File: src/rtl/met_pkg.sv
// ============================================================================
// met_pkg - shared types and helpers for the Mandelbrot escape-time core
// Register map indexes, fixed word widths and the saturation helper.
// ============================================================================
package met_pkg;

    // Fixed-point word and intermediate widths
    localparam int WORD_W = 32;
    localparam int SQ_W   = 64;    // exact 32x32 product
    localparam int PROD_W = 66;    // 33x33 shared multiplier output
    localparam int SUM_W  = 68;    // headroom for add/sub before saturation
    localparam int CNT_W  = 16;
    localparam int ADDR_W = 5;
    localparam int RIDX_W = 3;

    // Configuration register indexes (byte address = 4 * index)
    typedef enum logic [RIDX_W-1:0] {
        REG_ORIGIN_RE = 3'd0,
        REG_ORIGIN_IM = 3'd1,
        REG_PIXEL_STEP = 3'd2,
        REG_MAX_ITER  = 3'd3,
        REG_SHADE_SCALE = 3'd4
    } reg_idx_t;

    // Reset values of the configuration registers
    localparam logic signed [WORD_W-1:0] ORIGIN_RE_RST  = -32'sd140928614;
    localparam logic signed [WORD_W-1:0] ORIGIN_IM_RST  = -32'sd80530637;
    localparam logic [WORD_W-2:0]        PIXEL_STEP_RST = 31'd671089;
    localparam logic [CNT_W-1:0]         MAX_ITER_RST   = 16'd10;
    localparam logic [WORD_W-1:0]        SHADE_SCALE_RST = 32'd10;

    // Clamp a wide signed value to the 32-bit signed range
    function automatic logic signed [WORD_W-1:0] sat_word(input logic signed [SUM_W-1:0] v);
        logic signed [SUM_W-1:0] hi;
        logic signed [SUM_W-1:0] lo;
        hi = SUM_W'(signed'(32'sh7FFF_FFFF));
        lo = SUM_W'(signed'(32'sh8000_0000));
        if (v > hi)
        begin
            return 32'sh7FFF_FFFF;
        end
        else if (v < lo)
        begin
            return 32'sh8000_0000;
        end
        return v[WORD_W-1:0];
    endfunction

endpackage

File: src/rtl/mandelbrot_escape_time_core.sv
// ============================================================================
// mandelbrot_escape_time_core - escape-time iteration for one pixel per item
// Maps a pixel to c = origin + pixel * step (signed fixed point), iterates
// z = z*z + c on one shared multiplier, and divides out a shade value.
// ============================================================================
//
// Usage:
//  - Input stream (s_axis_*): one item per pixel, tdata = {pixel_y, pixel_x}.
//  - Output stream (m_axis_*): one item per pixel, tdata = {shade, count},
//    tuser = in_set flag.
//  - APB port: origin_re, origin_im, pixel_step, max_iterations, shade_scale
//    at byte addresses 0, 4, 8, 12, 16. Write only while the core is idle.
//  - Steps per item: form c (ST_MUL_CR, ST_MUL_CI, ST_ADD_CI), iterate
//    (ST_UPDATE, ST_SQ_R, ST_SQ_I, ST_CHECK), then the shade product and
//    bit-serial divide (ST_SHADE_MUL, ST_DIV_LOAD, ST_DIVIDE, ST_FINISH).
//    The core returns to idle before it accepts the next pixel. The
//    iteration loop is bound by the single 33x33 multiplier
//    (three products per iteration plus one update step); the shade divide
//    retires one quotient bit per cycle.
//  - One pixel is in flight at a time; s_axis_tready is high only when the
//    sequencer is idle. A finished result sits in the output register, so
//    the next pixel is taken while it waits; a stalled receiver only holds
//    the sequencer at the end of the following pixel.
//  - Reset (rst_n low, asynchronous) empties the output register, returns
//    the sequencer to idle and loads the register defaults.
//
module mandelbrot_escape_time_core #(
    parameter int COORD_BITS = 10,
    parameter int FRAC_BITS  = 26
) (
    input  logic                                   clk,
    input  logic                                   rst_n,
    // Pixel input: [COORD_BITS-1:0] pixel_x, [2*COORD_BITS-1:COORD_BITS] pixel_y
    input  logic                                   s_axis_tvalid,
    output logic                                   s_axis_tready,
    input  logic [((2*COORD_BITS+7)/8)*8-1:0]      s_axis_tdata,
    // Result: [15:0] iteration_count, [47:16] shade
    output logic                                   m_axis_tvalid,
    input  logic                                   m_axis_tready,
    output logic [47:0]                            m_axis_tdata,
    // Result flag: [0] in_set
    output logic                                   m_axis_tuser,
    // Configuration
    input  logic                                   psel,
    input  logic                                   penable,
    input  logic                                   pwrite,
    input  logic [met_pkg::ADDR_W-1:0]             paddr,
    input  logic [31:0]                            pwdata,
    output logic [31:0]                            prdata,
    output logic                                   pready
);
    import met_pkg::*;

    localparam int ESC_BIT = 2 * FRAC_BITS + 2;

    typedef enum logic [3:0] {
        ST_IDLE,
        ST_MUL_CR,
        ST_MUL_CI,
        ST_ADD_CI,
        ST_UPDATE,
        ST_SQ_R,
        ST_SQ_I,
        ST_CHECK,
        ST_SHADE_MUL,
        ST_DIV_LOAD,
        ST_DIVIDE,
        ST_FINISH
    } state_t;

    // Control state
    state_t                     state_reg, state_next;
    logic                       out_valid_reg, out_valid_next;
    logic [4:0]                 div_cnt_reg, div_cnt_next;

    // Configuration registers
    logic signed [WORD_W-1:0]   origin_re_reg, origin_re_next;
    logic signed [WORD_W-1:0]   origin_im_reg, origin_im_next;
    logic [WORD_W-2:0]          pixel_step_reg, pixel_step_next;
    logic [CNT_W-1:0]           max_iter_reg, max_iter_next;
    logic [WORD_W-1:0]          shade_scale_reg, shade_scale_next;

    // Datapath registers
    logic [COORD_BITS-1:0]      px_reg, px_next;
    logic [COORD_BITS-1:0]      py_reg, py_next;
    logic [CNT_W-1:0]           limit_reg, limit_next;
    logic [CNT_W-1:0]           count_reg, count_next;
    logic signed [WORD_W-1:0]   cr_reg, cr_next;
    logic signed [WORD_W-1:0]   ci_reg, ci_next;
    logic signed [WORD_W-1:0]   zr_reg, zr_next;
    logic signed [WORD_W-1:0]   zi_reg, zi_next;
    logic signed [SQ_W-1:0]     sq_r_reg, sq_r_next;
    logic signed [SQ_W-1:0]     sq_i_reg, sq_i_next;
    logic signed [PROD_W-1:0]   prod_reg;
    logic [CNT_W-1:0]           rem_reg, rem_next;
    logic [WORD_W-1:0]          quo_reg, quo_next;
    logic [CNT_W-1:0]           out_count_reg, out_count_next;
    logic                       out_in_set_reg, out_in_set_next;
    logic [WORD_W-1:0]          out_shade_reg, out_shade_next;

    // Shared multiplier operands
    logic signed [WORD_W:0]     mul_a;
    logic signed [WORD_W:0]     mul_b;

    // Helpers
    logic                       cfg_wr;
    logic [RIDX_W-1:0]          cfg_idx;
    logic [SQ_W-1:0]            mag;
    logic                       escape;
    logic signed [SUM_W-1:0]    rr_ext;
    logic signed [SUM_W-1:0]    ii_ext;
    logic signed [SUM_W-1:0]    ri_ext;
    logic [CNT_W:0]             trial;
    logic                       q_bit;

    assign cfg_wr  = psel & penable & pwrite & pready;
    assign cfg_idx = paddr[ADDR_W-1:2];
    assign pready  = 1'b1;

    // Register readback
    always_comb
    begin
        unique case (cfg_idx)
            REG_ORIGIN_RE:   prdata = origin_re_reg;
            REG_ORIGIN_IM:   prdata = origin_im_reg;
            REG_PIXEL_STEP:  prdata = {1'b0, pixel_step_reg};
            REG_MAX_ITER:    prdata = {16'd0, max_iter_reg};
            REG_SHADE_SCALE: prdata = shade_scale_reg;
            default:         prdata = '0;
        endcase
    end

    // Configuration writes
    always_comb
    begin
        origin_re_next   = origin_re_reg;
        origin_im_next   = origin_im_reg;
        pixel_step_next  = pixel_step_reg;
        max_iter_next    = max_iter_reg;
        shade_scale_next = shade_scale_reg;
        if (cfg_wr)
        begin
            unique case (cfg_idx)
                REG_ORIGIN_RE:   origin_re_next   = pwdata;
                REG_ORIGIN_IM:   origin_im_next   = pwdata;
                REG_PIXEL_STEP:  pixel_step_next  = pwdata[WORD_W-2:0];
                REG_MAX_ITER:    max_iter_next    = pwdata[CNT_W-1:0];
                REG_SHADE_SCALE: shade_scale_next = pwdata;
                default:         ;
            endcase
        end
    end

    // Shared multiplier operand select
    always_comb
    begin
        unique case (state_reg)
            ST_MUL_CR:
            begin
                mul_a = $signed((WORD_W+1)'(px_reg));
                mul_b = $signed((WORD_W+1)'(pixel_step_reg));
            end
            ST_MUL_CI:
            begin
                mul_a = $signed((WORD_W+1)'(py_reg));
                mul_b = $signed((WORD_W+1)'(pixel_step_reg));
            end
            ST_SQ_R:
            begin
                mul_a = (WORD_W+1)'(zr_reg);
                mul_b = (WORD_W+1)'(zr_reg);
            end
            ST_SQ_I:
            begin
                mul_a = (WORD_W+1)'(zi_reg);
                mul_b = (WORD_W+1)'(zi_reg);
            end
            ST_SHADE_MUL:
            begin
                mul_a = $signed((WORD_W+1)'(count_reg));
                mul_b = $signed((WORD_W+1)'(shade_scale_reg));
            end
            default:
            begin
                // cross term zr*zi for the next update
                mul_a = (WORD_W+1)'(zr_reg);
                mul_b = (WORD_W+1)'(zi_reg);
            end
        endcase
    end

    // Floor-shifted products for the update step
    assign rr_ext = SUM_W'(sq_r_reg >>> FRAC_BITS);
    assign ii_ext = SUM_W'(sq_i_reg >>> FRAC_BITS);
    assign ri_ext = SUM_W'(prod_reg >>> (FRAC_BITS - 1));

    // Escape test on the exact |z|^2
    assign mag = $unsigned(sq_r_reg) + $unsigned(prod_reg[SQ_W-1:0]);
    generate
        if (ESC_BIT < SQ_W)
        begin : g_esc
            assign escape = |mag[SQ_W-1:ESC_BIT];
        end
        else
        begin : g_no_esc
            assign escape = 1'b0;
        end
    endgenerate

    // Restoring divide step: one quotient bit per cycle
    assign trial = {rem_reg, quo_reg[WORD_W-1]};
    assign q_bit = (trial >= {1'b0, limit_reg});

    // Sequencer
    always_comb
    begin
        state_next      = state_reg;
        out_valid_next  = out_valid_reg;
        div_cnt_next    = div_cnt_reg;
        px_next         = px_reg;
        py_next         = py_reg;
        limit_next      = limit_reg;
        count_next      = count_reg;
        cr_next         = cr_reg;
        ci_next         = ci_reg;
        zr_next         = zr_reg;
        zi_next         = zi_reg;
        sq_r_next       = sq_r_reg;
        sq_i_next       = sq_i_reg;
        rem_next        = rem_reg;
        quo_next        = quo_reg;
        out_count_next  = out_count_reg;
        out_in_set_next = out_in_set_reg;
        out_shade_next  = out_shade_reg;

        if (out_valid_reg && m_axis_tready)
        begin
            out_valid_next = 1'b0;
        end

        unique case (state_reg)
            ST_IDLE:
            begin
                if (s_axis_tvalid)
                begin
                    px_next    = s_axis_tdata[COORD_BITS-1:0];
                    py_next    = s_axis_tdata[2*COORD_BITS-1:COORD_BITS];
                    limit_next = (max_iter_reg == '0) ? CNT_W'(1) : max_iter_reg;
                    count_next = '0;
                    zr_next    = '0;
                    zi_next    = '0;
                    sq_r_next  = '0;
                    sq_i_next  = '0;
                    state_next = ST_MUL_CR;
                end
            end
            ST_MUL_CR:
            begin
                state_next = ST_MUL_CI;
            end
            ST_MUL_CI:
            begin
                cr_next    = sat_word(SUM_W'(origin_re_reg) + SUM_W'(prod_reg));
                state_next = ST_ADD_CI;
            end
            ST_ADD_CI:
            begin
                ci_next    = sat_word(SUM_W'(origin_im_reg) + SUM_W'(prod_reg));
                state_next = ST_UPDATE;
            end
            // z = z*z + c from the held squares and the cross term
            ST_UPDATE:
            begin
                zr_next    = sat_word(rr_ext - ii_ext + SUM_W'(cr_reg));
                zi_next    = sat_word(ri_ext + SUM_W'(ci_reg));
                count_next = count_reg + CNT_W'(1);
                state_next = ST_SQ_R;
            end
            ST_SQ_R:
            begin
                state_next = ST_SQ_I;
            end
            ST_SQ_I:
            begin
                sq_r_next  = prod_reg[SQ_W-1:0];
                state_next = ST_CHECK;
            end
            ST_CHECK:
            begin
                sq_i_next = prod_reg[SQ_W-1:0];
                if (escape || (count_reg == limit_reg))
                begin
                    state_next = ST_SHADE_MUL;
                end
                else
                begin
                    state_next = ST_UPDATE;
                end
            end
            ST_SHADE_MUL:
            begin
                state_next = ST_DIV_LOAD;
            end
            // quotient fits 32 bits since count <= limit
            ST_DIV_LOAD:
            begin
                rem_next     = prod_reg[47:32];
                quo_next     = prod_reg[31:0];
                div_cnt_next = '0;
                state_next   = ST_DIVIDE;
            end
            ST_DIVIDE:
            begin
                rem_next     = q_bit ? CNT_W'(trial - {1'b0, limit_reg}) : trial[CNT_W-1:0];
                quo_next     = {quo_reg[WORD_W-2:0], q_bit};
                div_cnt_next = div_cnt_reg + 5'd1;
                if (div_cnt_reg == 5'd31)
                begin
                    state_next = ST_FINISH;
                end
            end
            ST_FINISH:
            begin
                if (!out_valid_reg || m_axis_tready)
                begin
                    out_valid_next  = 1'b1;
                    out_count_next  = count_reg;
                    out_in_set_next = (count_reg == limit_reg);
                    out_shade_next  = quo_reg;
                    state_next      = ST_IDLE;
                end
            end
            default:
            begin
                state_next = ST_IDLE;
            end
        endcase
    end

    // Control and configuration registers
    always_ff @(posedge clk or negedge rst_n)
    begin
        if (!rst_n)
        begin
            state_reg       <= ST_IDLE;
            out_valid_reg   <= 1'b0;
            div_cnt_reg     <= '0;
            origin_re_reg   <= ORIGIN_RE_RST;
            origin_im_reg   <= ORIGIN_IM_RST;
            pixel_step_reg  <= PIXEL_STEP_RST;
            max_iter_reg    <= MAX_ITER_RST;
            shade_scale_reg <= SHADE_SCALE_RST;
        end
        else
        begin
            state_reg       <= state_next;
            out_valid_reg   <= out_valid_next;
            div_cnt_reg     <= div_cnt_next;
            origin_re_reg   <= origin_re_next;
            origin_im_reg   <= origin_im_next;
            pixel_step_reg  <= pixel_step_next;
            max_iter_reg    <= max_iter_next;
            shade_scale_reg <= shade_scale_next;
        end
    end

    // Payload registers and the shared multiplier output
    always_ff @(posedge clk)
    begin
        prod_reg       <= mul_a * mul_b;
        px_reg         <= px_next;
        py_reg         <= py_next;
        limit_reg      <= limit_next;
        count_reg      <= count_next;
        cr_reg         <= cr_next;
        ci_reg         <= ci_next;
        zr_reg         <= zr_next;
        zi_reg         <= zi_next;
        sq_r_reg       <= sq_r_next;
        sq_i_reg       <= sq_i_next;
        rem_reg        <= rem_next;
        quo_reg        <= quo_next;
        out_count_reg  <= out_count_next;
        out_in_set_reg <= out_in_set_next;
        out_shade_reg  <= out_shade_next;
    end

    // Ports
    assign s_axis_tready = (state_reg == ST_IDLE);
    assign m_axis_tvalid = out_valid_reg;
    assign m_axis_tdata  = {out_shade_reg, out_count_reg};
    assign m_axis_tuser  = out_in_set_reg;

endmodule
File: config.mk
export PLATFORM = sky130hd
export DESIGN_NAME = mandelbrot_escape_time_core
export DESIGN_NICKNAME = d
export VERILOG_FILES = /design/src/rtl/met_pkg.sv /design/src/rtl/mandelbrot_escape_time_core.sv
export SDC_FILE = /design/constraint.sdc
export NUM_CORES = 2
export LEC_CHECK = 0
export BUFFER_PORTS_ARGS = -buffer_cell sky130_fd_sc_hd__buf_2
export CORE_UTILIZATION = 60
export CTS_CLUSTER_DIAMETER = 60
export DETAILED_ROUTE_END_ITERATION = 16
export HOLD_SLACK_MARGIN = 0.15
export MAX_ROUTING_LAYER = met4
export PLACE_DENSITY = 0.77
export SLEW_MARGIN = 20
export SYNTH_ARGS = -nofsm -noshare
export SYNTH_HDL_FRONTEND = slang
export SYNTH_SLANG_ARGS = --single-unit
File: constraint.sdc
create_clock -name clk -period 18.65 [get_ports clk]
set_input_delay 1.865 -clock clk [delete_from_list [all_inputs] [get_ports clk]]
set_output_delay 1.865 -clock clk [all_outputs]
set_load 0.05 [all_outputs]
# ---- After elaboration in Yosys (flattened, before gate mapping)
# Index checks and enable logic that the tools add are counted.
dict set report totals {
  regBits 624
  inputBits 68
  output_inout_bits 84
}
dict set report op_classes {
  addsub 9
  multipliers 1
  order_cmp 9
  n_eq_ne 20
  muxes 47
  bitwise 2
  reduce_logical 24
}
# operator n
set op_table {}
lappend op_table {{$mux W32} 13}
lappend op_table {{$pmux W64 S2} 2}
lappend op_table {{$pmux W32 S2} 3}
lappend op_table {{$pmux W32 S5} 1}
lappend op_table {{$add A32 B66 Y67} 2}
lappend op_table {{$gt A67 B32 Y1 const B} 2}
lappend op_table {{$lt A67 B32 Y1 const B} 2}
lappend op_table {{$pmux W33 S4} 1}
lappend op_table {{$pmux W33 S3} 1}
lappend op_table {{$mul A33 B33 Y66} 1}
lappend op_table {{$add A64 B64 Y64} 1}
lappend op_table {{$mux W64} 1}
lappend op_table {{$pmux W16 S2} 2}
lappend op_table {{$pmux W4 S12} 1}
lappend op_table {{$add A41 B32 Y42} 1}
lappend op_table {{$gt A42 B32 Y1 const B} 1}
lappend op_table {{$lt A42 B32 Y1 const B} 1}
lappend op_table {{$add A39 B32 Y40} 1}
lappend op_table {{$gt A40 B32 Y1 const B} 1}
lappend op_table {{$lt A40 B32 Y1 const B} 1}
lappend op_table {{$sub A38 B38 Y39} 1}
lappend op_table {{$mux W16} 2}
lappend op_table {{$reduce_and A2 Y1} 10}
lappend op_table {{$ge A17 B16 Y1} 1}
lappend op_table {{27 further kinds} 59}

# ---- Longest topological paths before layout
dict set report logic_depth {
  depth_word 8
  mapped_depth 42
}

# ---- Least setup slack after synthesis
# No wires, ideal clock.
dict set report synth_path {
  kind {reg2reg}
  from {register state_reg[0]}
  to {register prod_reg[61]}
  setup_time_ns 0.119
  t_arrival_ns 10.084
  required_ns 18.531
  path_slack_ns 8.448
  stages_incl_launch_ff 34
  path_buffers 5
  synth_period_minus_slack_ns 10.202
  cell_sequence {dfrtp_1 clkbuf_1 nand2b_1 nor3_1 clkbuf_1 a22oi_1 nand3_1 o21a_1 clkbuf_1 buf_1 nand2_1 fa_1 inv_1 fa_1 fa_1 fa_1 fa_1 fa_1 fa_1 inv_1 fa_1 inv_1 ha_1 clkbuf_1 nand2_1 or3_1 a2111oi_0 nor3b_1 o31ai_1 nand2_1 o21a_1 o21ai_0 a21oi_1 xnor2_1}
}
dict set report synth_between {
  elab_chain_cells 4
}
# item line_no
set synth_rtl {}
lappend synth_rtl {{from (decl)} mandelbrot_escape_time_core.sv:72} ;# state_t state_reg, state_next;
lappend synth_rtl {{from (signal assigned)} mandelbrot_escape_time_core.sv:356} ;# state_reg <= state_next;
lappend synth_rtl {{$eq A4 B2 Y1 / $eq A4 B1 Y1 (equally long branches)} mandelbrot_escape_time_core.sv:157} ;# unique case (state_reg)
lappend synth_rtl {{$reduce_or A2 Y1 (no line)} -}
lappend synth_rtl {{$pmux W33 S3} mandelbrot_escape_time_core.sv:157}
lappend synth_rtl {{$mul A33 B33 Y66 (*)} mandelbrot_escape_time_core.sv:370} ;# prod_reg <= mul_a * mul_b;
lappend synth_rtl {{to (signal assigned)} mandelbrot_escape_time_core.sv:370}
lappend synth_rtl {{to (decl)} mandelbrot_escape_time_core.sv:94} ;# logic signed [PROD_W-1:0] prod_reg;
# Every way passes the cells marked *; elsewhere a longest branch is shown, timed or not.
# A chain may end at the register's enable or synchronous reset.

# ---- Final worst setup path
dict set report layout_path {
  from {register state_reg[1]}
  to {register prod_reg[61]}
}
# Same word-level chain as after synthesis.

==> results.json <==
{
  "die_area_um2": 131000,
  "overflow": 0,
  "dieHeight_um": 362,
  "status": "finished clean",
  "postRouteWirelength_mm": 260,
  "worst_clock_skew_ps": 50.8,
  "ys_ff_latch": 598,
  "drtAntennaViolNets": 0,
  "synth.yosys.seq_area_share_pct": 21.4,
  "avgSynthCellArea_um2": 9.41,
  "drive_above_1_share_pct": 8.75,
  "ys.warnings.count": 0,
  "io-pin-count": 152,
  "fin_nets": 9972,
  "crit_required_ps": 19200,
  "cts_hold_buf": 0,
  "clk_latency_ps": 690,
  "synthXorXnorAreaFrac_pct": 3.25,
  "hp-start": "quo_reg[30]$_DFFE_PP_",
  "hpwl_mm": 201,
  "finalSetupViolations": 0,
  "synth_compound_area_share_pct": 12.7,
  "maxSlewViolCount": 0,
  "rsz0062_at_grt": "false",
  "synth_mux_area_share_pct": 2.48,
  "htree_levels": 3,
  "grt_pass1_wl_mm": 390,
  "start_util_pct": 60.7,
  "crit_slowest_cell": "a21oi_4",
  "area_growth_pct": 6.68,
  "cts_tree": "built",
  "cap_viol_max_count": 0,
  "period_share_pct": 69.2,
  "port_buffers": 144,
  "cts_root_buffer": "clkbuf_16",
  "crit_path_max_fanout": 35,
  "fp-row-count": 131,
  "start_kind": "flip-flop",
  "fmax_mhz": 77.5,
  "syn_inst": 8242,
  "regToRegStartpoint": "state_reg[1]$_DFFE_PN0P_",
  "syn_area_um2": 77500,
  "post_drt_wl_per_cell_um": 26.1,
  "worstPathArrival_ps": 13450,
  "cp-startpoint": "state_reg[1]$_DFFE_PN0P_",
  "ctsResizeCount": 0,
  "num_vias": 62794,
  "largest_reg_flops": 66,
  "cts_buffer_depth": 3,
  "drc_errors": 0,
  "async_flop_share_pct": 25.6,
  "antenna_found_initial": 14,
  "worstSetupPathType": "flip-flop to flip-flop",
  "syn_nets": 9985,
  "fp.coreArea_um2": 128000,
  "fin_tns_setup_ps": 0,
  "grt_pass1_vias": 63468,
  "hold_viol_final": 0,
  "synth-simple-area-share_pct": 13.3,
  "fp.dieW_um": 362,
  "synthAdderAreaFrac_pct": 38.3,
  "dr.pass1.iters": 7,
  "path_common_cell": "fa_1",
  "hp-class": "flip-flop to flip-flop",
  "slowest_delay_ps": 940,
  "track_usage_pct": 41.5,
  "clock_sinks": 598,
  "grt_max_degree": 83,
  "tightest_slew_ps": 1290,
  "place_congestion": 1.06,
  "layout_min_cycle_time_ps": 12900,
  "clk_pin_slew_worst_paths_ps": 70,
  "first_iter_violations": 7468,
  "synth_edf_count": 379,
  "cts_buffers": 68,
  "synth_top_family_by_area": "adder cells",
  "vias_per_cell": 6.30,
  "crit_path_end_kind": "flip-flop",
  "maxSlewHeadroom_pct": 13.9,
  "yosysUniqueCellTypes": 103,
  "synth_flop_cell": "edfxtp_1",
  "postCtsSetupRepairBufs": 0
}
-- cell families (layout without fill, tap and decap cells) --
family / Yosys count / after routing
xor+xnor: 288 / 288
flops: 598 / 598
mux: 174 / 174
simple gates: 2301 / 2301
compound gates: 1465 / 1465
fa+ha+maj: 1675 / 1675
other cells: 1 / 23
buf+inv: 1740 / 1781
-- synth_stat cells, types with 32 or more instances --
| master | number | area (µm²) |
|---|---|---|
| a21o_1 | 172 | 1290 |
| o21a_1 | 69 | 518 |
| xor2_1 | 116 | 1020 |
| and3_1 | 49 | 307 |
| a221o_1 | 34 | 340 |
| clkbuf_1 | 336 | 1260 |
| o211ai_1 | 35 | 263 |
| and2_1 | 156 | 976 |
| inv_1 | 1357 | 5090 |
| nor2b_1 | 33 | 206 |
| a21oi_1 | 409 | 2050 |
| ha_1 | 511 | 6390 |
| o21bai_1 | 98 | 736 |
| edfxtp_1 | 379 | 11400 |
| a31oi_1 | 37 | 231 |
| xnor2_1 | 172 | 1510 |
| a22oi_1 | 50 | 375 |
| a22o_1 | 36 | 315 |
| dfrtp_1 | 100 | 2500 |
| o21ai_0 | 211 | 1060 |
| o31ai_1 | 32 | 240 |
| mux2_2 | 146 | 1640 |
| dfstp_2 | 53 | 1390 |
| dfxtp_1 | 66 | 1320 |
| nand2b_1 | 54 | 338 |
| nand2_1 | 891 | 3340 |
| nand4_1 | 82 | 513 |
| fa_1 | 1164 | 23300 |
| nor3_1 | 64 | 320 |
| nand3_1 | 79 | 395 |
| o21ai_1 | 45 | 225 |
| nor2_1 | 744 | 2790 |
-- critical path: cells and delay by family, from the launching register on --
| family | cells | cell delay, ps |
|---|---|---|
| adders and majority gates | 9 | 4700 |
| AOI/OAI and AO/OA | 7 | 2860 |
| and+or+nand+nor | 10 | 2350 |
| buffers and inverters | 7 | 2130 |
| DFF | 1 | 480 |
| xor gates and xnor gates | 1 | 120 |
-- routing by layer --
metal	track usage, %	part of all wire (%)	vias up
li1	-	-	27012
met5	-	0	-
met1	51.4	37	31061
met4	23.8	7.3	0
met2	60.8	44	3736
met3	12.0	12	985
-- final timing paths --
path                                                 to  slack (ps)  depth (start not counted)
min in group asynchronous  origin_re_reg[2]$_DFFE_PN0P_        1270                          1
max reg2reg                        prod_reg[61]$_DFF_P_        5750                         34
max                                prod_reg[61]$_DFF_P_        5750                         34
min                         out_shade_reg[30]$_DFFE_PP_         440                          0
max in group asynchronous  max_iter_reg[14]$_DFFE_PN0P_       15890                          2
min reg2reg                 out_shade_reg[30]$_DFFE_PP_         440                          0
-- cell usage in the layout, fill, tap and decap left out, types with 69 or more instances in the layout --
cell       instances
ha_1             511
edfxtp_1         379
buf_2            143
a21o_1           172
clkbuf_16         70
o21ai_0          206
nor2_1           738
fa_1            1164
dfrtp_1          100
xor2_1           116
buf_4            154
nand4_1           82
and2_1           152
nand2_1          887
o21a_1            69
xnor2_1          172
mux2_2           146
a21oi_1          405
o21bai_1          98
nand3_1           79
inv_1           1356
-- area by class of cell --
cell class                      count  area [µm²]
Inverter                         1358        5100
Antenna cell                       22        55.1
Multi-Input combinational cell   5904       54600
Clock inverter                     30         457
Fill cell                       10349       45100
Timing Repair Buffer              299        1900
Clock buffer                       94        1910
Sequential cell                   598       16600
Tap cell                         1662        2080
-- metrics by stage --
stage	instances	hold slack [ps]	setup slack, ps	area (µm²)	utilization [%]
final	9967	440	5750	82700	64.7
after global routing	9957	454	5100	82700	64.7
after CTS	9944	445	5810	82600	64.6
after detailed placement	9820	432	5870	80300	62.8
after global placement	9820	435	6050	80300	62.8
after floorplan	8242	424	8450	77500	-
Power is left out: the tool's default activity adds up to more than one toggle a clock period on the data nets, which glitch-free logic cannot reach.
